File: src/rtl/polyline_step_resampler_defines.svh
// Assertion macros for the polyline step resampler.
// Used by the top level; expects clk and arst_n in scope.
`ifndef POLYLINE_STEP_RESAMPLER_DEFINES_SVH
`define POLYLINE_STEP_RESAMPLER_DEFINES_SVH

// same-cycle implication, off during reset
`define PSR_ASSERT_NOW(name, ante, cons) \
	name: assert property (@(posedge clk) disable iff (!arst_n) (ante) |-> (cons)) \
		else $error("%m: check failed");

// next-cycle implication, off during reset
`define PSR_ASSERT_NEXT(name, ante, cons) \
	name: assert property (@(posedge clk) disable iff (!arst_n) (ante) |=> (cons)) \
		else $error("%m: check failed");

`endif

File: src/rtl/psr_fifo.sv
// Small register queue, used between front and back and at the output.
// Depends on nothing.
module psr_fifo #(
	parameter int WIDTH = 8,
	parameter int DEPTH = 2
) (
	input  logic             clk,
	input  logic             arst_n,
	input  logic             push,
	input  logic [WIDTH-1:0] din,
	input  logic             pop,
	output logic [WIDTH-1:0] dout,
	output logic             full,
	output logic             empty
);
	localparam int AW = (DEPTH > 1) ? $clog2(DEPTH) : 1;
	localparam int CW = $clog2(DEPTH + 1);

	logic [WIDTH-1:0] mem_q [DEPTH];
	logic [AW-1:0]    wr_q, rd_q;
	logic [CW-1:0]    cnt_q;
	logic             do_push, do_pop;

	assign full    = (cnt_q == CW'(DEPTH));
	assign empty   = (cnt_q == '0);
	assign do_push = push && !full;
	assign do_pop  = pop && !empty;
	assign dout    = mem_q[rd_q];

	// pointers and fill count
	always_ff @(posedge clk or negedge arst_n) begin
		if (!arst_n) begin
			wr_q  <= '0;
			rd_q  <= '0;
			cnt_q <= '0;
		end else begin
			if (do_push)
				wr_q <= (wr_q == AW'(DEPTH - 1)) ? '0 : wr_q + 1'b1;
			if (do_pop)
				rd_q <= (rd_q == AW'(DEPTH - 1)) ? '0 : rd_q + 1'b1;
			if (do_push && !do_pop)
				cnt_q <= cnt_q + 1'b1;
			else if (do_pop && !do_push)
				cnt_q <= cnt_q - 1'b1;
		end
	end

	// storage
	always_ff @(posedge clk) begin
		if (do_push)
			mem_q[wr_q] <= din;
	end

endmodule

File: config.mk
export PLATFORM = sky130hd
export DESIGN_NAME = psr_fifo
export DESIGN_NICKNAME = d
export VERILOG_FILES = /design/src/rtl/polyline_step_resampler_defines.svh /design/src/rtl/psr_fifo.sv
export SDC_FILE = /design/constraint.sdc
export NUM_CORES = 1
export LEC_CHECK = 0
export BUFFER_PORTS_ARGS = -buffer_cell sky130_fd_sc_hd__buf_4
export CORE_UTILIZATION = 48
export DETAILED_ROUTE_END_ITERATION = 10
export GPL_TIMING_DRIVEN = 1
export PLACE_DENSITY = 0.78
export RECOVER_POWER = 25
export SYNTH_ARGS = -nofsm -noshare
export SYNTH_HDL_FRONTEND = slang
export SYNTH_SLANG_ARGS = --single-unit
File: constraint.sdc
create_clock -name clk -period 1.8 [get_ports clk]
set_input_delay 0 -clock clk [delete_from_list [all_inputs] [get_ports clk]]
set_output_delay 0 -clock clk [all_outputs]
set_load 0.005 [all_outputs]
== Word level (Yosys, flattened, before mapping) ==
Memories as Yosys holds them, arrays and structs flattened.
Cells that the tools add are included.
Storage, ports and cells
  RAM bits: 16
  output and inout port bits: 10
  latch bits: 0
  bits of input ports: 12
  word-level logic and storage cells: 25
  flip-flop bits (word level): 4
  memories: 1
  bits in read-only memories: 0
Memories
  mem_q: words 2, bits a word 8, rd ports 1, clocked after Yosys merged registers in 0, write ports 1, line psr_fifo.sv:19  | logic [WIDTH-1:0] mem_q [DEPTH];
Cells by class
  reductions and logical operators: 10
  equal/unequal tests: 1
  bitwise gates (word level): 0
  multipliers: 0
  muxes and demuxes: 6
  shift operators: 0
  divide/modulo/power cells: 0
  add/subtract/negate cells: 4
  $lt $le $gt $ge: 0
Operator list (count)
  $logic_and A1 B1 Y1: 4
  $logic_not A1 Y1: 4
  $mux W1: 4
  $mux W2: 2
  $add A1 B1 Y1 const B: 2
  $add A2 B1 Y2 const B: 1
  $eq A2 B2 Y1 const B: 1
  $logic_not A2 Y1: 1
  $reduce_bool A2 Y1: 1
  $sub A2 B1 Y2 const B: 1

== Depth between registers and ports, before layout ==
  depth after elaboration: 7
  depth in mapped cells: 7
  mapped depth without buffers: 7

== Least setup slack after synthesis ==
OpenSTA, ideal clock, no wires.
  path kind: register -> register
  start: reg cnt_q[0]
  end: mem mem_q[0][0] (enable)
  arrival time: 1022 ps
  buffers on the path: 0
  required time: 1430 ps
  setup time: 370 ps
  clock period less this slack: 1392 ps
  slack: 408 ps
  stages on the path, launching flop included: 4
  cells stage by stage: dfrtp_1 -> nand2b_1 -> nand2_2 -> nor2_1
On the way
  longest elaborated chain between the ends: 5
Ends and longest elaborated chain
  start: declaration: line psr_fifo.sv:21  | logic [CW-1:0] cnt_q;
  start signal: assignment: line psr_fifo.sv:42  | cnt_q <= cnt_q + 1'b1;
  start signal: assignment: line psr_fifo.sv:44  | cnt_q <= cnt_q - 1'b1;
  $eq A2 B2 Y1: line psr_fifo.sv:24  | assign full = (cnt_q == CW'(DEPTH));
  $logic_not A1 Y1: line psr_fifo.sv:26  | assign do_push = push && !full;
  $logic_and A1 B1 Y1: line psr_fifo.sv:26
  $mux W1: line psr_fifo.sv:50  | if (do_push)
  $mux W1 (not written as such): line psr_fifo.sv:51  | mem_q[wr_q] <= din;
  end: declaration: line psr_fifo.sv:19
Every way passes these cells.

== Worst setup path after layout ==
  start: reg cnt_q[0]
  end: reg cnt_q[1]
On the way
  longest elaborated chain between the ends: 6
  elaborated cells on any way between the ends: 15
  classes of those cells: add/sub: 2; eq/ne: 1; mux: 2; reduce/logical: 10
Ends and longest elaborated chain (line)
  $eq A2 B2 Y1 or $logic_not A2 Y1 (tied branches): psr_fifo.sv:24, psr_fifo.sv:25
  $logic_not A1 Y1 (on tied branches): psr_fifo.sv:26, psr_fifo.sv:27
  $logic_and A1 B1 Y1 (on tied branches): psr_fifo.sv:26, psr_fifo.sv:27
  $logic_not A1 Y1 (on tied branches): psr_fifo.sv:43, psr_fifo.sv:41
  $logic_and A1 B1 Y1 (on tied branches): psr_fifo.sv:43, psr_fifo.sv:41
  $reduce_bool A2 Y1 (no source line) or $mux W2 (tied branches)
Parallel ways exist; a longest one is shown, timed or not. The select of a mux whose other input is x is not followed.
A chain may end at the register's enable or synchronous reset.

==> out/results.ini <==
[placed_design]
gp_congestion = 0.675
dp_hpwl_um = 742
port_buffers = 21
numPlacedInstances = 81

[critical_path]
startpoint = cnt_q[0]
critPathMaxFanout = 5
cp_cell_sequence = nand2b_1, nand2_2, inv_1, ha_1, nor2_1, xor2_1
slowest_stage = dfrtp_1
max_stage_delay_ns = 0.44
criticalPathCategory = flop to flop
critPathArrivalTime_ns = 1.68
start_kind = flop
required_ns = 2.02
endpoint_kind = flop
regToRegStartpoint = cnt_q[0]

[route]
dr.pass1.iters = 3
wire_per_inst_um = 11.7
drc_errors = 0
drt-total-wl_um = 1120
routed_via_density = 4.89
drt_iter0_markers = 8
via_count = 465
ant_nets = 0

[die]
die-area_um2 = 1790
rows = 14
num_io_pins = 22
dieWidth_um = 42.4
fp.coreArea_um2 = 1510
die_h_um = 42.4
initial_core_util_pct = 51.9

[grt]
grt_max_degree = 12
antenna_found_initial = 0
track_usage_pct = 14.8
grt_pass1_vias = 427
gr-total-overflow = 0
grt_pass1_wl_um = 1820

[clocking]
h-tree-depth = 1
root_buffer = clkbuf_4
cts_setup_buffers = 0
clk_pin_slew_worst_paths_ns = 0.10
cts.path.max_buffers = 2
cts_tree = built
clkLatencyLatePin_ns = 0.29
cts_sinks = 20
numCtsBuffers = 3

[timing]
finalMaxSlewViolations = 0
setup_violations = 0
relSlewSlack_pct = 74.3
tns_ns = 0
skew_ns = 0.00445
rsz0062_at_grt = no
finalCritPeriodShare_pct = 81.1
period_needed_ns = 1.46
fmax_mhz = 685
worst_pin_slew_ns = 0.386
hold_violations = 0

[power_and_ir_drop]
power_per_cell_area_nw_per_um2 = 1350
seqPwrFrac_pct = 50.9
switching_share_pct = 28.4
p_int_mw = 1.05
irDropWorstVdd_mv = 0.864
power.leakage_nw = 0.449
clkPwrFrac_pct = 14.4
power_frac_comb_pct = 34.7
p_sw_uw = 417

[finish]
num-nets-final = 93
layout_common_cells = buf_4 (16), edfxtp_1 (16), dlygate4sd3_1 (10), clkbuf_4 (8), mux2_1 (6)
drive_gt1_share_pct = 35.4
instances_no_fill = 95
num_antenna_cells = 0
area_delta_synth_final_pct = 38.7

[worst_hold_path]
hp-start = pop
min_path_type = input pin to flop

[job]
drv_cap = 0

[synth]
ys_seq_area_share_pct = 74.2
synthesis.area_um2 = 782
synthCells = 44
synth_fp_nets = 57
ys_seq_elements = 20
synth_cell_types = 15
avgSynthCellArea_um2 = 17.8
ys_warn_count = 0

[status]
outcome = finished, final reports clean

==> registers in the layout, indices dropped and copies added (netlist names) <==
register	flops
cnt_q	2
mem_q	16
rd_q	1
wr_q	1
==> worst paths after layout <==
path | cells past startpoint | endpoint | slack, ns
worst max-delay path | 6 | cnt_q[1] | 0.34
worst min-delay path | 3 | rd_q | 0.03
worst max register to register | 6 | cnt_q[1] | 0.34
worst min register to register | 1 | wr_q | 0.53
max in group asynchronous | 2 | rd_q | 1.57
min in group asynchronous | 2 | cnt_q[1] | 0.05
==> metal layers <==
layer / track usage (%) / share of wire (%) / wire length [um] / vias to the layer above
li1: - / - / - / 227
met1: 18.8 / 46 / 517 / 217
met2: 21.5 / 46 / 515 / 16
met3: 3.88 / 4.0 / 45 / 5
met4: 11.3 / 3.4 / 38 / 0
met5: 0 / 0 / 0 / -
==> power groups by stage <==
stage | logic (mW) | clock network (mW) | registers [mW]
global route | 0.564 | 0.240 | 0.763
detailed placement | 0.504 | 0 | 0.759
global placement | 0.496 | 0 | 0.751
finish | 0.509 | 0.210 | 0.746
CTS | 0.522 | 0.220 | 0.751
floorplan | 0.324 | 0 | 0.705
==> synth_stat cells (all sizes together) <==
master,n,area (um2)
edfxtp,16,480
nand2,1,6.26
ha,1,12.5
and3,1,6.26
nor2,3,11.3
xor2,2,17.5
o21ai,1,5.00
dfrtp,4,100
xnor2,3,33.8
buf,1,5.00
mux2,8,90.1
nand2b,1,6.26
inv,2,7.51
==> what timing repair did <==
action,4_1_cts,5_1_grt
resized for setup,0,0
endpoints found under the hold margin,21,0
hold buffers,10,0
==> worst max-delay path, delay by kind of cell (launching register included) <==
| family | cells | cell delay, ns |
|---|---|---|
| fa+ha+maj | 1 | 0.30 |
| buf+inv | 1 | 0.05 |
| flops | 1 | 0.44 |
| simple gates | 3 | 0.46 |
| xor+xnor | 1 | 0.15 |
==> cells by family after synthesis <==
family,after synthesis,share of synthesized area (%)
flip-flops,20,74.2
multiplexers,8,11.5
AND/OR/NAND/NOR,6,3.84
XOR/XNOR,5,6.56
buffers and inverters,3,1.60
AO/OA/AOI/OAI,1,0.639
adder cells (fa/ha/maj),1,1.60
==> metrics by stage <==
step	cell area, um2	setup slack (ns)	util [%]	hold WS [ns]	power, mW
floorplan	782	0.408	-	-0.296	1.03
global placement	962	0.392	63.9	-0.201	1.25
detailed placement	962	0.335	63.9	-0.202	1.26
CTS	1090	0.326	72.3	0.0153	1.49
global route	1080	0.212	72.0	0.0320	1.57
finish	1080	0.340	72.0	0.0295	1.46
==> cell type report <==
cell class / instances / area [um2]
fill: 104 / 422
inverter: 2 / 7.51
multi-input combinational: 21 / 189
timing repair buffer: 32 / 262
clock buffer: 4 / 26.3
tap: 16 / 20.0
sequential: 20 / 581
Note: power is estimated with default switching activity, not from simulation.
