<file path="config.mk">
export PLATFORM = sky130hd
export DESIGN_NAME = psr_front
export DESIGN_NICKNAME = d
export VERILOG_FILES = /design/src/rtl/polyline_step_resampler_defines.svh /design/src/rtl/psr_pkg.sv /design/src/rtl/psr_front.sv
export SDC_FILE = /design/constraint.sdc
export NUM_CORES = 1
export LEC_CHECK = 0
export ABC_CLOCK_PERIOD_IN_PS = 2000
export BUFFER_PORTS_ARGS = -buffer_cell sky130_fd_sc_hd__buf_4
export CORE_MARGIN = 3
export CORE_UTILIZATION = 30
export DETAILED_ROUTE_END_ITERATION = 8
export PLACE_DENSITY = 0.55
export SLEW_MARGIN = 30
export SYNTH_ARGS = -nofsm -noshare
export SYNTH_HDL_FRONTEND = slang
export SYNTH_SLANG_ARGS = --single-unit
</file>
<file path="constraint.sdc">
create_clock -name clk -period 2 [get_ports clk]
set_input_delay 0.1 -clock clk [delete_from_list [all_inputs] [get_ports clk]]
set_output_delay 0.1 -clock clk [all_outputs]
set_load 0.1 [all_outputs]
</file>
<file path="src/rtl/polyline_step_resampler_defines.svh">
// Assertion macros for the polyline step resampler.
// Used by the top level; expects clk and arst_n in scope.
`ifndef POLYLINE_STEP_RESAMPLER_DEFINES_SVH
`define POLYLINE_STEP_RESAMPLER_DEFINES_SVH

// same-cycle implication, off during reset
`define PSR_ASSERT_NOW(name, ante, cons) \
	name: assert property (@(posedge clk) disable iff (!arst_n) (ante) |-> (cons)) \
		else $error("%m: check failed");

// next-cycle implication, off during reset
`define PSR_ASSERT_NEXT(name, ante, cons) \
	name: assert property (@(posedge clk) disable iff (!arst_n) (ante) |=> (cons)) \
		else $error("%m: check failed");

`endif

</file>
<file path="src/rtl/psr_pkg.sv">
// Shared types, constants and states for the polyline step resampler.
// No dependencies.
package psr_pkg;

	localparam int FRAC_BITS           = 16;
	localparam int MAX_PER_SEGMENT_DEF = 63;
	localparam int ADDR_W              = 3;
	localparam int STEP_W              = 31;
	localparam int THR_W               = 16;

	localparam logic [STEP_W-1:0] STEP_RESET = STEP_W'(1) << FRAC_BITS;
	localparam logic [THR_W-1:0]  THR_RESET  = THR_W'(1);

	// register index, taken from paddr[2]
	localparam logic REG_STEP_LENGTH   = 1'b0;
	localparam logic REG_DUP_THRESHOLD = 1'b1;

	// one vertex request as handed from front to back
	typedef struct packed {
		logic [31:0] x;
		logic [31:0] y;
		logic [31:0] px;
		logic [31:0] py;
		logic        fin;
		logic        first;
	} vtx_t;

	// one result request
	typedef struct packed {
		logic [31:0] x;
		logic [31:0] y;
		logic        run_end;
		logic        trunc;
	} res_t;

	typedef struct packed {
		logic        start;
		logic [32:0] num_hi;
		logic [32:0] num_lo;
		logic [32:0] den;
	} div_req_t;

	typedef struct packed {
		logic        busy;
		logic        done;
		logic [32:0] quot;
		logic [32:0] rem;
	} div_rsp_t;

	typedef struct packed {
		logic        start;
		logic [65:0] rad;
	} sqrt_req_t;

	typedef struct packed {
		logic        busy;
		logic        done;
		logic [32:0] root;
	} sqrt_rsp_t;

	typedef enum logic [4:0] {
		ST_IDLE, ST_FIRST, ST_SQX, ST_SQY, ST_SUM, ST_SQRT, ST_CMP, ST_DIVN,
		ST_MULX, ST_DXS, ST_DIVX, ST_MULY, ST_DYS, ST_DIVY, ST_EMIT,
		ST_FX, ST_FY, ST_FT, ST_FC, ST_FLUSH
	} back_state_t;

endpackage

</file>
<file path="src/rtl/psr_front.sv">
// Front end: accepts vertices, tracks the previous vertex and the polyline
// start, and queues classified requests. Depends on psr_pkg.
module psr_front (
	input  logic          clk,
	input  logic          arst_n,
	input  logic          push,
	output logic          full,
	input  logic [31:0]   vertex_x,
	input  logic [31:0]   vertex_y,
	input  logic          final_vertex,
	output logic          q_push,
	output psr_pkg::vtx_t q_din,
	input  logic          q_full
);
	import psr_pkg::*;

	vtx_t        req_s1;
	logic        v_s1;
	logic [31:0] prev_x_q, prev_y_q;
	logic        awaiting_q;
	logic        accept;

	assign full   = v_s1 && q_full;
	assign accept = push && !full;
	assign q_push = v_s1 && !q_full;
	assign q_din  = req_s1;

	// polyline tracking: after a final vertex the next one starts anew
	always_ff @(posedge clk or negedge arst_n) begin
		if (!arst_n) begin
			v_s1       <= 1'b0;
			awaiting_q <= 1'b1;
			prev_x_q   <= '0;
			prev_y_q   <= '0;
		end else begin
			if (accept) begin
				v_s1       <= 1'b1;
				awaiting_q <= final_vertex;
				prev_x_q   <= vertex_x;
				prev_y_q   <= vertex_y;
			end else if (q_push) begin
				v_s1 <= 1'b0;
			end
		end
	end

	// classified request
	always_ff @(posedge clk) begin
		if (accept) begin
			req_s1.x     <= vertex_x;
			req_s1.y     <= vertex_y;
			req_s1.px    <= prev_x_q;
			req_s1.py    <= prev_y_q;
			req_s1.fin   <= final_vertex;
			req_s1.first <= awaiting_q;
		end
	end

endmodule

</file>
**Word-level counts from Yosys, hierarchy flattened**

Cells that the tools add are included.
W data, S select, Z words.

- Multiplexer cells: 2
- Reductions and logical operators: 6

Operators by type and width:

| kind | number |
|---|---|
| $logic_and A1 B1 Y1 | 3 |
| $logic_not A1 Y1 | 2 |
| $mux W1 | 2 |
| $reduce_bool A2 Y1 | 1 |

- Register bits: 196
- Word-level logic and storage cells: 18

**Logic depth before layout (Yosys ltp)**

- Depth after elaboration: 4
- Mapped depth: 4

**Worst setup path before layout**

No wires, ideal clock.

- Path type: reg-to-output
- Start point: register v_s1
- End point: output port q_push
- Arrival: 1.707 ns
- Slack: 0.193 ns
- Stages on the path, launching flop included: 2
- Path buffers: 0
- Path through: dfrtp_1 nor2b_1

- Longest elaborated chain between the ends: 1

RTL lines:

| element | RTL line | source |
|---|---|---|
| from (decl) | psr_front.sv:18 | `logic v_s1;` |
| from (signal assigned) | psr_front.sv:31 | `v_s1 <= 1'b0;` |
| from (signal assigned) | psr_front.sv:37 | `v_s1 <= 1'b1;` |
| from (signal assigned) | psr_front.sv:42 | `v_s1 <= 1'b0;` |
| $logic_and A1 B1 Y1 | psr_front.sv:25 | `assign q_push = v_s1 && !q_full;` |
| to (decl) | psr_front.sv:11 | `output logic q_push,` |

Every way passes these cells.

**Worst setup path in the final report**

- Start point: register v_s1
- End point: register prev_x_q[12]

- Longest elaborated chain between the ends: 3

RTL lines:

| element | RTL line | source |
|---|---|---|
| $logic_and A1 B1 Y1 | psr_front.sv:23 | `assign full = v_s1 && q_full;` |
| $logic_not A1 Y1 | psr_front.sv:24 | `assign accept = push && !full;` |
| $logic_and A1 B1 Y1 | psr_front.sv:24 |  |
| to (signal assigned) | psr_front.sv:39 | `prev_x_q <= vertex_x;` |
| to (decl) | psr_front.sv:19 | `logic [31:0] prev_x_q, prev_y_q;` |

Every way passes these cells.
A chain may end at the register's enable or synchronous reset.

==> out/results.tsv <==
stage	metric	value	unit
routing	Met3 Wirelength	928	µm
timing	Worst slew margin	72.3	%
power	clock power share	30.8	%
die	num rows	53	
setup_path	CP max stage delay	0.41	ns
synthesis	synthesized cell area	6570	µm²
setup_path	CP Capture Type	flop	
grt	largest net degree at the start of global routing	73	
power	Power Density	1090	nW/µm²
synthesis	Synth cell types	12	
setup_path	Worst R2R Start	v_s1$_DFFE_PN0P_	
timing	setup tns final	0	ns
cts	H-tree depth reported by CTS	4	
final_layout	final core utilization	45.6	%
setup_path	CP Capture Point	prev_x_q[12]$_DFFE_PN0P_	
final_layout	Fillers	1838	
grt	first-pass GRT wire length	20200	µm
die	Die Ht	154	µm
cts	clock buffer depth	2	
die	IO Count	201	
synthesis	Post-Syn Instances	272	
cts	cts repair resizes	0	
routing	first-pass iteration count of the detailed router	4	
cts	Clk Latency, worst-skew pair	0.41	ns
power	Sw Share	32.5	%
setup_path	Slowest-stage cell, CP	dfrtp_1	
grt	vias in the first global route	3774	
timing	Pins Over Slew Limit	0	
synthesis	Post-Syn Nets	341	
setup_path	CP Launch Point	v_s1$_DFFE_PN0P_	
timing	Max Clk Rate	0.614	GHz
place	detailed-placement wirelength estimate	8480	µm
final_layout	area of the multi-input gates	916	µm²
timing	worst-margin pin slew	0.415	ns
routing	drt total wl	12700	µm
power	VDD IR max	0.000563	V
setup_path	critical-path maximum fanout	45	
setup_path	Reg-to-Reg End	prev_x_q[12]$_DFFE_PN0P_	
setup_path	Crit Path Class	reg2reg	
setup_path	critical path arrival	1.93	ns
cts	clock root buffer	clkbuf_16	
place	worst slack at placement	0.375	ns
power	Int Pwr	7.12	mW
timing	Setup WS post-layout	0.372	ns
final_layout	Storage cell area	5560	µm²
timing	final setup skew	0.00539	ns
routing	uppermost layer routed	met4	
worst_hold_path	worst min path class	in2reg	
routing	met2 routed WL	6400	µm
setup_path	R2R setup slack	0.37	ns
final_layout	number of diodes	0	
power	switching power	3.43	mW
synthesis	Synth Warn #	0	
final_layout	layout cells sized above 1	53.9	%
routing	DRC Markers	0	
timing	Final Critical Period	1.63	ns
power	Comb power frac	22.3	%
final_layout	Total Nets Final	629	
timing	RSZ-0062 raised after global routing	false	
routing	routed length on met1	5180	µm
synthesis	Syn Area/Cell	24.2	µm²
routing	Post-DRT Antenna Nets	0	
die	total core area	21300	µm²
final_layout	Layout area overhead	47.7	%
power	Leak Pwr	4.02	nW
routing	routed len/inst	14.9	µm
status	status	finished clean	
grt	initial antenna violation count	0	
grt	total gr overflow	0	
setup_path	critical path, cell by cell	a21boi_4 > buf_12 > buf_4 > mux2_4	
cts	postcts setup bufs	0	
cts	Worst-path clk slew	0.07	ns
setup_path	Req. time, crit path	2.30	ns
synthesis	#FFs+latches synth	196	
timing	Tcrit/Tclk final	81.4	%
timing	Finish-stage setup viols	0	
routing	First DRT Iteration DRCs	111	
cts	clock sinks	196	
place	final RePlAce weighted congestion	0.700	
routing	via count	3469	
die	Initial Utilization	30.9	%
flow_run	maxcap violations	0	
cts	Inserted Clock Buffers	17	
timing	Hold Violations, Final	0	
routing	vias per cell	4.09	
synthesis	Seq/Total Area, Yosys	84.6	%
place	# port buffers	200	
setup_path	startpoint class of the critical path	flop	
cts	CTS tree	done	
power	total chip power	10.6	mW
power	Flop pwr share	47.0	%
setup_path	R2R depth	4	
die	Die Wd	154	µm
die	die area	23700	µm²
grt	Overall Global Routing Usage	10.8	%
[synthesized netlist by cell type, drive strengths merged]
| library cell | instances | area, µm² |
|---|---|---|
| or2 | 1 | 6.26 |
| a21boi | 1 | 11.3 |
| nor2b | 1 | 6.26 |
| buf | 7 | 106 |
| mux2 | 65 | 878 |
| dfstp | 1 | 26.3 |
| edfxtp | 130 | 3900 |
| and2 | 1 | 6.26 |
| dfrtp | 65 | 1630 |
[critical path: cells and delay by family, from the launching register on]
family / cells / cell delay [ns]
buffers and inverters: 2 / 0.53
flip-flops: 1 / 0.41
multiplexers: 1 / 0.31
AO/OA/AOI/OAI: 1 / 0.21
[logic make-up (layout without fill, tap and decap cells)]
group	count (synthesis)	count (layout)	synth area share, %
mux	65	65	13.4
buf+inv	7	308	1.62
compound gates	1	1	0.171
flops	196	196	84.6
simple gates	3	3	0.286
[power by group through the flow]
stage          combinational [mW]  clock [mW]  sequential (mW)
2_1_floorplan               0.402           0             6.36
3_3_place_gp                 2.24           0             5.03
3_5_place_dp                 2.26           0             5.05
4_1_cts                      2.37        3.38             4.96
5_1_grt                      2.43        3.57             5.00
6_report                     2.35        3.25             4.96
[layout by cell type, fill, tap and decap left out, types with 2 or more instances in the layout]
master and n:
inv_6 4, mux2_4 39, clkinv_2 3, buf_4 203
buf_12 6, clkbuf_16 17, edfxtp_1 130, clkinv_4 3
dlygate4sd3_1 67, dfrtp_1 65, mux2_2 26, inv_8 2
clkinv_8 3
[sequential cells by signal, summed over array words and instances, names as in the netlist]
name / flops
q_din: 130
prev_x_q: 32
prev_y_q: 32
awaiting_q: 1
v_s1: 1
[stage by stage]
step | instances | hold slack [ns] | area [µm²]
after floorplan | 272 | -0.196 | 6570
after global placement | 749 | 0.148 | 8460
after detailed placement | 749 | 0.147 | 8460
after CTS | 848 | 0.0343 | 9700
after global routing | 848 | 0.0499 | 9700
final | 848 | 0.0612 | 9700
[timing repair]
item,4_1_cts,5_1_grt
hold endpoints to repair,196,0
setup endpoints to repair,0,0
hold buffers,67,0
[layer usage]
layer / global-route usage [%] / up-vias
met5: 0 / -
met4: 3.28 / 0
met3: 4.33 / 9
met2: 17.7 / 114
met1: 13.1 / 1733
li1: - / 1613
[final cells by class]
class / instances / area share [%]
timing repair buffer: 276 / 23.9
sequential: 196 / 57.3
tap: 275 / 3.55
clock inverter: 15 / 1.52
multi-input combinational: 69 / 9.44
clock buffer: 17 / 4.38
[how the worst min path moves through the flow]
stage                     startpoint                       to  slack (ns)  depth (start not counted)
after floorplan               arst_n  prev_x_q[0]$_DFFE_PN0P_       -0.20                          0
after global placement        arst_n  prev_x_q[2]$_DFFE_PN0P_        0.15                          2
after detailed placement      arst_n  prev_x_q[2]$_DFFE_PN0P_        0.15                          2
after CTS                     q_full         v_s1$_DFFE_PN0P_        0.03                          3
after global routing          q_full         v_s1$_DFFE_PN0P_        0.05                          3
final                         q_full         v_s1$_DFFE_PN0P_        0.06                          3
(Power assumes the default switching activity.)
