==> config.mk <==
export PLATFORM = sky130hd
export DESIGN_NAME = psr_sqrt
export DESIGN_NICKNAME = d
export VERILOG_FILES = /design/src/rtl/polyline_step_resampler_defines.svh /design/src/rtl/psr_pkg.sv /design/src/rtl/psr_sqrt.sv
export SDC_FILE = /design/constraint.sdc
export NUM_CORES = 1
export LEC_CHECK = 0
export BUFFER_PORTS_ARGS = -buffer_cell sky130_fd_sc_hd__buf_4
export CAP_MARGIN = 30
export CORE_MARGIN = 3
export CORE_UTILIZATION = 50
export CTS_BUF_LIST = sky130_fd_sc_hd__clkbuf_8 sky130_fd_sc_hd__clkbuf_16
export CTS_CLUSTER_SIZE = 30
export DETAILED_ROUTE_END_ITERATION = 6
export GPL_TIMING_DRIVEN = 0
export PLACE_DENSITY = 0.75
export SLEW_MARGIN = 20
export SYNTH_ARGS = -nofsm -noshare
export SYNTH_HDL_FRONTEND = slang
export SYNTH_SLANG_ARGS = --single-unit
==> constraint.sdc <==
create_clock -name clk -period 4 [get_ports clk]
set_input_delay 0.2 -clock clk [delete_from_list [all_inputs] [get_ports clk]]
set_output_delay 0.2 -clock clk [all_outputs]
set_load 0.005 [all_outputs]
==> src/rtl/polyline_step_resampler_defines.svh <==
// Assertion macros for the polyline step resampler.
// Used by the top level; expects clk and arst_n in scope.
`ifndef POLYLINE_STEP_RESAMPLER_DEFINES_SVH
`define POLYLINE_STEP_RESAMPLER_DEFINES_SVH

// same-cycle implication, off during reset
`define PSR_ASSERT_NOW(name, ante, cons) \
	name: assert property (@(posedge clk) disable iff (!arst_n) (ante) |-> (cons)) \
		else $error("%m: check failed");

// next-cycle implication, off during reset
`define PSR_ASSERT_NEXT(name, ante, cons) \
	name: assert property (@(posedge clk) disable iff (!arst_n) (ante) |=> (cons)) \
		else $error("%m: check failed");

`endif

==> src/rtl/psr_pkg.sv <==
// Shared types, constants and states for the polyline step resampler.
// No dependencies.
package psr_pkg;

	localparam int FRAC_BITS           = 16;
	localparam int MAX_PER_SEGMENT_DEF = 63;
	localparam int ADDR_W              = 3;
	localparam int STEP_W              = 31;
	localparam int THR_W               = 16;

	localparam logic [STEP_W-1:0] STEP_RESET = STEP_W'(1) << FRAC_BITS;
	localparam logic [THR_W-1:0]  THR_RESET  = THR_W'(1);

	// register index, taken from paddr[2]
	localparam logic REG_STEP_LENGTH   = 1'b0;
	localparam logic REG_DUP_THRESHOLD = 1'b1;

	// one vertex request as handed from front to back
	typedef struct packed {
		logic [31:0] x;
		logic [31:0] y;
		logic [31:0] px;
		logic [31:0] py;
		logic        fin;
		logic        first;
	} vtx_t;

	// one result request
	typedef struct packed {
		logic [31:0] x;
		logic [31:0] y;
		logic        run_end;
		logic        trunc;
	} res_t;

	typedef struct packed {
		logic        start;
		logic [32:0] num_hi;
		logic [32:0] num_lo;
		logic [32:0] den;
	} div_req_t;

	typedef struct packed {
		logic        busy;
		logic        done;
		logic [32:0] quot;
		logic [32:0] rem;
	} div_rsp_t;

	typedef struct packed {
		logic        start;
		logic [65:0] rad;
	} sqrt_req_t;

	typedef struct packed {
		logic        busy;
		logic        done;
		logic [32:0] root;
	} sqrt_rsp_t;

	typedef enum logic [4:0] {
		ST_IDLE, ST_FIRST, ST_SQX, ST_SQY, ST_SUM, ST_SQRT, ST_CMP, ST_DIVN,
		ST_MULX, ST_DXS, ST_DIVX, ST_MULY, ST_DYS, ST_DIVY, ST_EMIT,
		ST_FX, ST_FY, ST_FT, ST_FC, ST_FLUSH
	} back_state_t;

endpackage

==> src/rtl/psr_sqrt.sv <==
// Iterative integer square root, two radicand bits per cycle.
// Depends on psr_pkg.
module psr_sqrt (
	input  logic               clk,
	input  logic               arst_n,
	input  psr_pkg::sqrt_req_t req,
	output psr_pkg::sqrt_rsp_t rsp
);
	import psr_pkg::*;

	logic [65:0] rad_q;
	logic [35:0] rem_q;
	logic [32:0] root_q;
	logic [5:0]  cnt_q;
	logic        busy_q, done_q;
	logic [35:0] r2, trial;
	logic        ge;

	assign r2    = {rem_q[33:0], rad_q[65:64]};
	assign trial = {1'b0, root_q, 2'b01};
	assign ge    = (r2 >= trial);

	// control
	always_ff @(posedge clk or negedge arst_n) begin
		if (!arst_n) begin
			busy_q <= 1'b0;
			done_q <= 1'b0;
			cnt_q  <= '0;
		end else begin
			done_q <= 1'b0;
			if (req.start && !busy_q) begin
				busy_q <= 1'b1;
				cnt_q  <= 6'd32;
			end else if (busy_q) begin
				cnt_q <= cnt_q - 1'b1;
				if (cnt_q == '0) begin
					busy_q <= 1'b0;
					done_q <= 1'b1;
				end
			end
		end
	end

	// restoring digit recurrence
	always_ff @(posedge clk) begin
		if (req.start && !busy_q) begin
			rad_q  <= req.rad;
			rem_q  <= '0;
			root_q <= '0;
		end else if (busy_q) begin
			rad_q  <= {rad_q[63:0], 2'b00};
			rem_q  <= ge ? r2 - trial : r2;
			root_q <= {root_q[31:0], ge};
		end
	end

	assign rsp.busy = busy_q;
	assign rsp.done = done_q;
	assign rsp.root = root_q;

endmodule

# --- After elaboration in Yosys (flattened, before gate mapping) ---
# Index checks and enable logic that the tools add are counted.
totals:
  register_bits: 141
  latch_bits: 0
  ramBits: 0
  romBits: 0
  inputBits: 69
  output_inout_bits: 35
  wordCells: 24
  mem_count: 0
op_classes:
  n_addsub: 2
  n_mul: 0
  n_div: 0
  n_lt_le_gt_ge: 1
  n_eq_ne: 0
  shifts: 0
  n_mux: 11
  bitwise_logic: 0
  n_reduce_logical: 4
ops:
  columns: ["operator", "n"]
  rows:
  - ["66-bit two-way mux", 2]
  - ["36-bit by 35-bit greater-or-equal comparator with 1-bit output", 1]
  - ["34-bit two-way mux", 1]
  - ["34-bit subtractor", 1]
  - ["6-bit two-way mux", 2]
  - ["6-bit zero test", 1]
  - ["1-bit two-way mux", 6]
  - ["6-bit by 1-bit subtractor with 6-bit output, second input constant", 1]
  - ["2-bit nonzero test", 1]
  - ["1-bit logical AND", 1]
  - ["1-bit zero test", 1]

# --- Depth between registers and ports, before layout ---
depth:
  depth_word: 4
  mapped_depth: 14
  ltp_nobuf: 11

# --- Worst setup path before layout ---
# OpenSTA, ideal clock, no wires.
synth_path:
  path_type: "register to register"
  startpoint: "reg root_q[27]"
  endpoint: "reg rem_q[11]"
  t_arrival_ns: 2.499
  path_slack_ns: 1.384
  stages_incl_launch_ff: 13
  synth_period_minus_slack_ns: 2.616
  path_cell_list: "dfxtp_1 inv_1 ha_1 buf_6 a21o_1 a21o_1 a21oi_2 nor2_1 a2111oi_4 o31ai_4 buf_6 mux2_4 a22o_1"
synth_between:
  elab_chain_len: 2
synth_lines:
  columns: ["element", "line_no", "rtl"]
  rows:
  - ["start: declaration", "psr_sqrt.sv:13", "logic [32:0] root_q;"]
  - ["start signal: assignment", "psr_sqrt.sv:53", "root_q <= {root_q[31:0], ge};"]
  - ["36-bit by 35-bit greater-or-equal comparator with 1-bit output", "psr_sqrt.sv:21", "assign ge = (r2 >= trial);"]
  - ["34-bit two-way mux", "psr_sqrt.sv:52", "rem_q <= ge ? r2 - trial : r2;"]
  - ["end signal: assignment", "psr_sqrt.sv:52", null]
  - ["end: declaration", "psr_sqrt.sv:12", "logic [35:0] rem_q;"]
# Every way passes these cells.
# A chain may end at the register's enable or synchronous reset.

# --- Worst setup path after layout ---
layout_path:
  startpoint: "reg root_q[16]"
  endpoint: "reg rem_q[4]"
# The elaborated chain is that of the path after synthesis.

==> results.toml <==
[pwr]
p_per_area_nw_per_um2 = 1090
internal_power_mw = 6.00
share_comb_of_total_power_pct = 57.2
p_sw_share_pct = 39.7
clock_power_share_pct = 15.2
seq_power_share_pct = 27.6
ir_drop_mv = 0.533
leakagePower_nw = 4.13
total_power_mw = 9.96
power_spent_charging_and_discharging_nets_mw = 3.96

[synth]
synth_top_flop_cell = "dfxtp_1"
synth.distinct_cells = 57
post_synth_instance_area_um2 = 7540
netlist_instances = 728
yosys_warnings = 0
synth_area_per_cell_um2 = 10.4
syn_nets = 833
synth-edff-count = 66
async_reset_ff_share_pct = 5.67
yosys_register_bits = 141
ys_seq_area_share_pct = 46.7

[critical_path]
path_class = "flip-flop to flip-flop"
endpoint_kind = "flip-flop"
critical_path_required_ps = 4280
crit_path_start_kind = "flip-flop"
critical_path.max_fanout = 10
worst_ep_arrival_time_ps = 3410

[detailed_routing]
wl_per_cell_um = 16.5
drt.antenna.violating_nets = 0
drt_first_iter_violations = 334
post_drt_via_cell_ratio = 5.55
number_of_drc_violations_after_detailed_routing = 0
wirelength_um = 17300
vias = 5817
first_pass_iters = 6

[clocking]
clock_latency_ps = 430
clk_path_buf_depth = 2
worst_setup_hold_path_clk_slew_ps = 60
cts-htree-levels = 4
tritoncts_clock_tree = "built"
cts_inserted_buffers = 17
cts-resized-gates = 0
clock-root-buffer = "clkbuf_16"
cts.sink_count = 141

[die]
io-pin-count = 104
die-area_um2 = 16600
die_x_um = 129
initial_utilization_pct = 51.5
fp.dieH_um = 129
fp.coreArea_um2 = 14600
fp_rows = 44

[global_route]
globalRoute.totalOverflow = 0
grt_pass1_wl_um = 29100
grt.total_usage_pct = 22.1
grt_antenna_before_repair = 0
first_global_vias = 5996
largest_net_degree_at_the_start_of_global_routing = 60

[place]
placement.io_buffers = 102
post-dp-hpwl_um = 12600
placedCellCount = 1015
gp_congestion = 0.933

[sta]
max_slew_headroom_pct = 58.1
finalSetupViolations = 0
final_min_period_over_clock_period_pct = 78.2
transition_at_the_pin_with_the_smallest_max_transition_slack_ps = 628
period_needed_ps = 3130
rsz_0062_raised_after_global_routing = "no"
setup_total_negative_slack_ps = 0
final_count_of_pins_violating_max_slew = 0
max_freq_ghz = 0.320
clock-skew-final_ps = 7.32
timing.final.hold_violations = 0

[worst_hold_path]
hold_path_class = "input port to flip-flop"

[finish]
fillers = 1235
post_layout_nonfiller_instances = 1048
multiInputGateArea_um2 = 3650
num_antenna_cells = 0
layout_cells_sized_above_1_pct = 25.6
nets = 956
synthToLayoutAreaGrowth_pct = 21.2
seq_area_um2 = 3520

[job]
max_cap_violations = 0

[outcome]
outcome = "complete, no violations"
-- layout make-up --
cell class	instances	area share [%]
clock inverters	15	1.52
multi-input cells	501	39.9
inverters	46	1.92
clock buffers	17	4.65
flip-flops and latches	141	38.5
repair buffers	104	8.79
plain buffers	40	2.16
well taps	184	2.52
-- cells in the mapped netlist, drive strengths merged, types with 9 or more instances --
cell type,instances,area share [%]
mux2,75,11
nand2,70,3.5
dfxtp,67,18
edfxtp,66,26
a21oi,54,3.6
inv,46,2.3
o21ai,39,2.6
ha,36,6.0
nor2,36,1.8
o31ai,36,3.8
clkbuf,28,1.4
xnor2,24,2.8
nand2b,19,1.6
a21o,14,1.4
a22o,13,1.5
buf,12,1.2
xor2,10,1.2
nand3,9,0.60
o211ai,9,0.90
-- critical path, cell delays in order (launching register included) --
cell and delay (ps):
dfxtp_1 350, inv_1 70, ha_1 270, clkbuf_1 260
nand4_1 230, nor4_1 340, a21oi_1 100, o21ai_0 150
a21oi_1 90, o31ai_4 360, buf_6 250, mux2_2 350
nand2_1 80, o21ai_0 100
-- timing repair --
action / in CTS / in global routing
hold buffers: 1 / 0
setup buffers: 0 / 0
endpoints found under the hold margin: 8 / 0
-- state kept, by name, indices dropped and copies added (netlist names) --
name / cells
busy_q: 1
root_q: 33
rem_q: 34
done_q: 1
rad_q: 66
cnt_q: 6
-- power by group through the flow --
stage               combinational (mW)  clock (mW)  sequential, mW
floorplan                         4.36           0            2.67
global placement                  5.53           0            2.76
detailed placement                5.64           0            2.76
CTS                               5.69        1.54            2.75
global route                      6.37        1.60            2.84
finish                            5.70        1.51            2.75
-- cells by family after synthesis --
kind of cell	Yosys count	synth area share, %
compound gates	189	16.8
mux	79	11.9
simple gates	163	9.82
buf+inv	86	4.91
flops	141	46.7
xor+xnor	34	3.95
fa+ha+maj	36	5.97
-- per-layer routing --
metal | up-vias | GRT usage [%] | wire length (um)
li1 | 2874 | - | -
met4 | 0 | 7.97 | 275
met3 | 26 | 7.43 | 1340
met5 | - | 0 | 0
met2 | 162 | 35.3 | 8140
met1 | 2755 | 27.9 | 7580
-- stage by stage --
step | instance area [um2] | setup slack, ps | utilization, % | hold WS, ps
floorplan | 7540 | 1380 | - | -95.6
global placement | 8540 | 916 | 58.3 | 22.2
detailed placement | 8570 | 923 | 58.5 | 21.9
CTS | 9140 | 895 | 62.4 | 39.5
global route | 9140 | 596 | 62.4 | 58.9
finish | 9140 | 873 | 62.4 | 54.9
-- worst paths after layout --
path                       startpoint       end  cells after the start  slack, ps
max in group asynchronous      arst_n  cnt_q[2]                      2       3750
min                            req[0]  rad_q[0]                      2         50
min reg2reg                  cnt_q[5]  cnt_q[5]                      1        470
max                        root_q[16]  rem_q[4]                     13        870
min in group asynchronous      arst_n  cnt_q[5]                      2        120
max reg2reg                root_q[16]  rem_q[4]                     13        870
-- cells in the final DEF, fill, tap and decap left out, types with 27 or more instances in the layout --
master and count:
dfxtp_1 67, nand2_1 70, inv_1 49, nor2_1 36, o31ai_1 35, buf_4 106, edfxtp_1 66, clkbuf_1 27
o21ai_0 38, a21oi_1 53, ha_1 36, mux2_2 71
Power figures use the tool's default switching activity.
