<file path="src/rtl/polyline_step_resampler_defines.svh">
// Assertion macros for the polyline step resampler.
// Used by the top level; expects clk and arst_n in scope.
`ifndef POLYLINE_STEP_RESAMPLER_DEFINES_SVH
`define POLYLINE_STEP_RESAMPLER_DEFINES_SVH

// same-cycle implication, off during reset
`define PSR_ASSERT_NOW(name, ante, cons) \
	name: assert property (@(posedge clk) disable iff (!arst_n) (ante) |-> (cons)) \
		else $error("%m: check failed");

// next-cycle implication, off during reset
`define PSR_ASSERT_NEXT(name, ante, cons) \
	name: assert property (@(posedge clk) disable iff (!arst_n) (ante) |=> (cons)) \
		else $error("%m: check failed");

`endif

</file>
<file path="src/rtl/psr_pkg.sv">
// Shared types, constants and states for the polyline step resampler.
// No dependencies.
package psr_pkg;

	localparam int FRAC_BITS           = 16;
	localparam int MAX_PER_SEGMENT_DEF = 63;
	localparam int ADDR_W              = 3;
	localparam int STEP_W              = 31;
	localparam int THR_W               = 16;

	localparam logic [STEP_W-1:0] STEP_RESET = STEP_W'(1) << FRAC_BITS;
	localparam logic [THR_W-1:0]  THR_RESET  = THR_W'(1);

	// register index, taken from paddr[2]
	localparam logic REG_STEP_LENGTH   = 1'b0;
	localparam logic REG_DUP_THRESHOLD = 1'b1;

	// one vertex request as handed from front to back
	typedef struct packed {
		logic [31:0] x;
		logic [31:0] y;
		logic [31:0] px;
		logic [31:0] py;
		logic        fin;
		logic        first;
	} vtx_t;

	// one result request
	typedef struct packed {
		logic [31:0] x;
		logic [31:0] y;
		logic        run_end;
		logic        trunc;
	} res_t;

	typedef struct packed {
		logic        start;
		logic [32:0] num_hi;
		logic [32:0] num_lo;
		logic [32:0] den;
	} div_req_t;

	typedef struct packed {
		logic        busy;
		logic        done;
		logic [32:0] quot;
		logic [32:0] rem;
	} div_rsp_t;

	typedef struct packed {
		logic        start;
		logic [65:0] rad;
	} sqrt_req_t;

	typedef struct packed {
		logic        busy;
		logic        done;
		logic [32:0] root;
	} sqrt_rsp_t;

	typedef enum logic [4:0] {
		ST_IDLE, ST_FIRST, ST_SQX, ST_SQY, ST_SUM, ST_SQRT, ST_CMP, ST_DIVN,
		ST_MULX, ST_DXS, ST_DIVX, ST_MULY, ST_DYS, ST_DIVY, ST_EMIT,
		ST_FX, ST_FY, ST_FT, ST_FC, ST_FLUSH
	} back_state_t;

endpackage

</file>
<file path="src/rtl/psr_div.sv">
// Iterative restoring divider, one quotient bit per cycle.
// Depends on psr_pkg. The high numerator part must be below the divisor.
module psr_div (
	input  logic              clk,
	input  logic              arst_n,
	input  psr_pkg::div_req_t req,
	output psr_pkg::div_rsp_t rsp
);
	import psr_pkg::*;

	logic [32:0] rem_q, lo_q, den_q;
	logic [5:0]  cnt_q;
	logic        busy_q, done_q;
	logic [33:0] t, diff;
	logic        ge;

	assign t    = {rem_q, lo_q[32]};
	assign diff = t - {1'b0, den_q};
	assign ge   = (t >= {1'b0, den_q});

	// control
	always_ff @(posedge clk or negedge arst_n) begin
		if (!arst_n) begin
			busy_q <= 1'b0;
			done_q <= 1'b0;
			cnt_q  <= '0;
		end else begin
			done_q <= 1'b0;
			if (req.start && !busy_q) begin
				busy_q <= 1'b1;
				cnt_q  <= 6'd32;
			end else if (busy_q) begin
				cnt_q <= cnt_q - 1'b1;
				if (cnt_q == '0) begin
					busy_q <= 1'b0;
					done_q <= 1'b1;
				end
			end
		end
	end

	// shift-subtract
	always_ff @(posedge clk) begin
		if (req.start && !busy_q) begin
			rem_q <= req.num_hi;
			lo_q  <= req.num_lo;
			den_q <= req.den;
		end else if (busy_q) begin
			rem_q <= ge ? diff[32:0] : t[32:0];
			lo_q  <= {lo_q[31:0], ge};
		end
	end

	assign rsp.busy = busy_q;
	assign rsp.done = done_q;
	assign rsp.quot = lo_q;
	assign rsp.rem  = rem_q;

endmodule

</file>
<file path="config.mk">
export PLATFORM = sky130hd
export DESIGN_NAME = psr_div
export DESIGN_NICKNAME = d
export VERILOG_FILES = /design/src/rtl/polyline_step_resampler_defines.svh /design/src/rtl/psr_pkg.sv /design/src/rtl/psr_div.sv
export SDC_FILE = /design/constraint.sdc
export NUM_CORES = 1
export LEC_CHECK = 0
export ABC_AREA = 1
export BUFFER_PORTS_ARGS = -buffer_cell sky130_fd_sc_hd__buf_2
export CAP_MARGIN = 20
export CORE_ASPECT_RATIO = 1.4
export CORE_UTILIZATION = 45
export DETAILED_ROUTE_END_ITERATION = 10
export GPL_TIMING_DRIVEN = 0
export PLACE_DENSITY = 0.72
export SETUP_SLACK_MARGIN = 0.4
export SLEW_MARGIN = 20
export SYNTH_ARGS = -nofsm -noshare
export SYNTH_HDL_FRONTEND = slang
export SYNTH_SLANG_ARGS = --single-unit
export TNS_END_PERCENT = 50
</file>
<file path="constraint.sdc">
create_clock -name clk -period 2.1 [get_ports clk]
set_input_delay 0 -clock clk [delete_from_list [all_inputs] [get_ports clk]]
set_output_delay 0 -clock clk [all_outputs]
set_load 0.005 [all_outputs]
</file>
======== Word-level counts from Yosys, hierarchy flattened ========
Index checks and enable logic that the tools add are counted.
storage, ports and cells
  register bits after elaboration ......... 107
  input port bits ......................... 102
  output and inout port bits .............. 68
operators by class
  add/sub/neg operators ................... 2
  $lt $le $gt $ge ......................... 1
  multiplexer cells ....................... 13
  reduce and logical (&&, ||, !) cells .... 4
operators by type and width
  kind                                               count
  two-way mux 33 bit                                 5
  >= comparator 34 x 33 -> 1 bit                     1
  subtractor 33 bit                                  1
  two-way mux 6 bit                                  2
  logical NOT 6 bit                                  1
  two-way mux 1 bit                                  6
  subtractor 6 x 1 -> 6 bit (second input constant)  1
  nonzero test 2 bit                                 1
  logical AND 1 bit                                  1
  logical NOT 1 bit                                  1

======== Depth between registers and ports, before layout ========
  word-level depth ........................ 4
  depth in mapped cells ................... 17

======== Worst setup path before layout ========
No wires, ideal clock.
  kind .................................... register -> register
  start point ............................. reg busy_q
  end point ............................... reg lo_q[0], enable pin
  library setup time ...................... 0.428 ns
  data arrival time ....................... 1.877 ns
  path slack .............................. -0.205 ns
  stages on the path, launching flop included .. 3
  period minus slack after synthesis ...... 2.305 ns
  path through ............................ dfrtp_1 > inv_1 > nand2_1
between the ends
  word-level cells in the longest chain between the ends .. 3
RTL lines
  element                                RTL line       source
  start, declared                        psr_div.sv:13  logic busy_q, done_q;
  start signal, assigned                 psr_div.sv:24  busy_q <= 1'b0;
  start signal, assigned                 psr_div.sv:30  busy_q <= 1'b1;
  start signal, assigned                 psr_div.sv:35  busy_q <= 1'b0;
  logical NOT 1 bit                      psr_div.sv:44  if (req.start && !busy_q) begin
  logical AND 1 bit                      psr_div.sv:44
  nonzero test 2 bit (no source line) *  --
  end signal, assigned                   psr_div.sv:46  lo_q <= req.num_lo;
  end signal, assigned                   psr_div.sv:50  lo_q <= {lo_q[31:0], ge};
  end, declared                          psr_div.sv:11  logic [32:0] rem_q, lo_q, den_q;
Mark *: on every way between the ends. The rest lies on a longest branch, timed or not.
A chain may end at the register's enable or synchronous reset.

======== Final worst setup path ========
  start point ............................. reg rem_q[23]
  end point ............................... reg rem_q[16] (data pin)
between the ends
  word-level cells in the longest chain between the ends .. 4
RTL lines
  element                         RTL line       source
  start, declared                 psr_div.sv:11
  start signal, assigned          psr_div.sv:45  rem_q <= req.num_hi;
  start signal, assigned          psr_div.sv:49  rem_q <= ge ? diff[32:0] : t[32:0];
  >= comparator 34 x 33 -> 1 bit  psr_div.sv:19  assign ge = (t >= {1'b0, den_q});
  two-way mux 33 bit              psr_div.sv:49
  two-way mux 33 bit              psr_div.sv:48  end else if (busy_q) begin
  two-way mux 33 bit              psr_div.sv:44
Every way passes these cells. The select of a mux whose other input is x is not followed.

==> reports/summary.txt <==
later-pin clock latency in the skew report -> 0.37 ns
die extent in x -> 110 µm
Worst setup EP type -> flop
RSZ-0062 raised after global routing -> yes
Final setup viols -> 34
WP data arrival -> 2.49 ns
#FFs+latches synth -> 107
run status -> finished with violations
Initial Util -> 45.8%
share of cells above drive strength 1 -> 31.6%
fin. max-slew vios -> 0
Layout area overhead -> 55.8%
hold wc startpoint -> req[99]
CP Cell Sequence -> ha_4 -> nand2_4 -> nor2_4 -> nand2_2 -> nor2_4 -> nand2_2 -> nand3_4 -> nor2_4 -> buf_12 -> nand2_8 -> clkbuf_16 -> nand2_2 -> nand3_2 -> nand2_1
largest net degree at the start of global routing -> 47
Setup Skew -> 0.0167 ns
DRT iter0 DRCs -> 465
Ant. Diodes -> 0
CTS Buf Count -> 9
R2R Path End -> rem_q[16]
fin area -> 0.0115 mm²
Mapped Area -> 0.00737 mm²
nets -> 1494
Crit Path Max Fanout -> 5
GRT overflow -> 0
Syn. warnings -> 0
slowest stage delay, CP -> 0.52 ns
placed cell area -> 0.00853 mm²
CTS Buffer Depth -> 2
synth unique cells -> 37
clk slew on worst S/H paths -> 0.08 ns
Slew headroom -> 54.5%
MaxCap Viol Count -> 0
Max Clk Rate -> 421 MHz
DIE AREA -> 0.0169 mm²
CTS tree -> built
Post-Place Cells -> 1378
Post-Syn Nets -> 1145
number of global-route vias before repair -> 7794
syn_area_per_cell -> 7.31 µm²
reg-to-reg startpoint -> rem_q[23]
HPWL Detailed -> 16000 µm
Boundary Pins -> 170
critical path's slowest cell -> edfxtp_1
most frequent cells in the layout -> nand2_1 (395), buf_2 (171), inv_1 (156)
DRC -> 0
first-pass GRT wire length -> 37700 µm
top cell type by total area after synthesis -> edfxtp_1
Gate Count Post-Synth -> 1008
minimum clock period -> 2.37 ns
H-tree levels -> 3
DR WL/cell -> 16.0 µm
clock sink count -> 107
total routed wirelength -> 25000 µm
fin crit share -> 113%
commonest non-fill, non-tap cell in the layout -> nand2_1
WP data required -> 2.22 ns
violated checks -> negative setup slack
initial antenna violation count -> 0
reg2reg setup slack -> -0.27 ns
top post-synthesis cells by area -> edfxtp_1 (40%), nand2_1 (23%), inv_1 (8.2%), ha_1 (5.8%), nand3_1 (4.2%)
GP Congestion -> 0.893
sequential share of the synthesized area -> 43.0%
worst-margin pin slew -> 0.683 ns
via count -> 7797
R2R depth -> 14
leakage power -> 5.76 nW
VDD IR-drop max -> 803 µV
Via density -> 4.99
Hold Violations, Final -> 0
Buffers on Ports -> 169
Non-Filler Instances -> 1561
Worst Hold Path EP -> cnt_q[1]
PnR worst setup slack -> -0.273 ns
DR pass1 iterations -> 5
die height -> 153 µm
Core Area -> 0.0161 mm²
hold crit path type -> primary input to flop
critical path class -> flop to flop
P per Cell Area -> 1490 mW/mm²
Tot GR Track Use -> 29.4%
Hold WS -> 0.235 ns
area share of the largest cell type after synthesis -> 40.3%
critical path launch point type -> flop
worst hold stages -> 4
root buffer cell -> clkbuf_16
FP Rows -> 55
Post-DRT Antenna Nets -> 0
[through the flow]
step	total power [mW]	utilization, %	setup TNS [ns]	setup slack (ns)
6_report	17.1	71.4	-7.83	-0.273
5_1_grt	18.4	71.4	-10.41	-0.341
4_1_cts	15.6	68.0	-4.68	-0.174
3_5_place_dp	11.7	53.0	-13.73	-0.505
3_3_place_gp	11.6	52.6	-49.31	-1.04
2_1_floorplan	9.30	-	-4.21	-0.0838
[routing by layer]
metal	track usage, %	wire length, µm	vias to the layer above
met5	0	0	-
met4	13.5	1030	0
met3	5.63	1390	61
met2	52.9	13100	264
met1	32.6	9470	3625
li1	-	-	3847
[final cells by class]
class                           count  area, µm²
Sequential cell                   107       3170
Buffer                             25        219
Multi-Input combinational cell    706       4320
Fill cell                        1253       4610
Inverter                          173        653
Tap cell                          199        249
Clock inverter                      7        100
Timing Repair Buffer              335       2550
Clock buffer                        9        225
[timing repair]
| item | in CTS | in global routing |
|---|---|---|
| hold buffers | 101 | 0 |
| pin swaps | 37 | 54 |
| setup endpoints to repair | 82 | 94 |
| cloned | 5 | 5 |
| gates resized for setup | 121 | 81 |
| endpoints found under the hold margin | 107 | 0 |
| setup buffers | 40 | 16 |
[cell usage after synthesis]
cell type / number
nor2_1: 42
nor3_1: 6
buf_6: 3
a21o_1: 1
clkinv_1: 1
nand3_2: 2
and2_1: 6
nand2_1: 447
nor2_2: 5
or3_1: 1
inv_2: 10
nor2_8: 1
o21ai_1: 1
o31ai_1: 1
o21ai_0: 3
o22ai_1: 2
edfxtp_1: 99
nand3_1: 62
dfrtp_1: 8
xnor2_1: 12
inv_1: 162
buf_1: 2
buf_2: 6
clkbuf_1: 10
o21bai_1: 2
a21oi_1: 18
a31oi_1: 1
buf_4: 4
or2_2: 3
fa_1: 1
nand4_1: 3
nand2_4: 2
xor2_1: 2
nand2_2: 5
ha_1: 34
nor3_2: 1
nand3b_1: 39
[worst max path at each step]
| stage | from | end | slack, ns | cells past startpoint |
|---|---|---|---|---|
| final | rem_q[23] | rem_q[16] | -0.27 | 14 |
| after floorplan | busy_q | den_q[0] | -0.08 | 2 |
| after CTS | rem_q[23] | rem_q[24] | -0.17 | 11 |
| after detailed placement | lo_q[32] | rem_q[28] | -0.50 | 16 |
| after global routing | rem_q[10] | rem_q[5] | -0.34 | 14 |
| after global placement | busy_q | rem_q[30] | -1.04 | 4 |
[state kept, by name, indices dropped and copies added, names as in the netlist]
register,count
rem_q,33
lo_q,33
cnt_q,6
den_q,33
done_q,1
busy_q,1
[cells by family after synthesis]
kind of cell / share of synthesized area (%)
compound gates: 2.16
flops: 43.0
xor+xnor: 1.66
buf+inv: 10.7
fa+ha+maj: 6.04
simple gates: 36.4
[critical path: cells and delay by family, from the launching register on]
family | cells | cell delay (ns)
simple gates | 11 | 0.94
buf+inv | 2 | 0.31
flops | 1 | 0.52
fa+ha+maj | 1 | 0.36
[power by group]
part           internal, mW  leakage, nW  switching, mW
Sequential             3.58         1.07          0.645
Combinational          4.96         4.53           6.06
Clock                 0.969        0.158          0.912
Total                  9.51         5.76           7.62
Note: power is estimated with default switching activity, not from simulation.
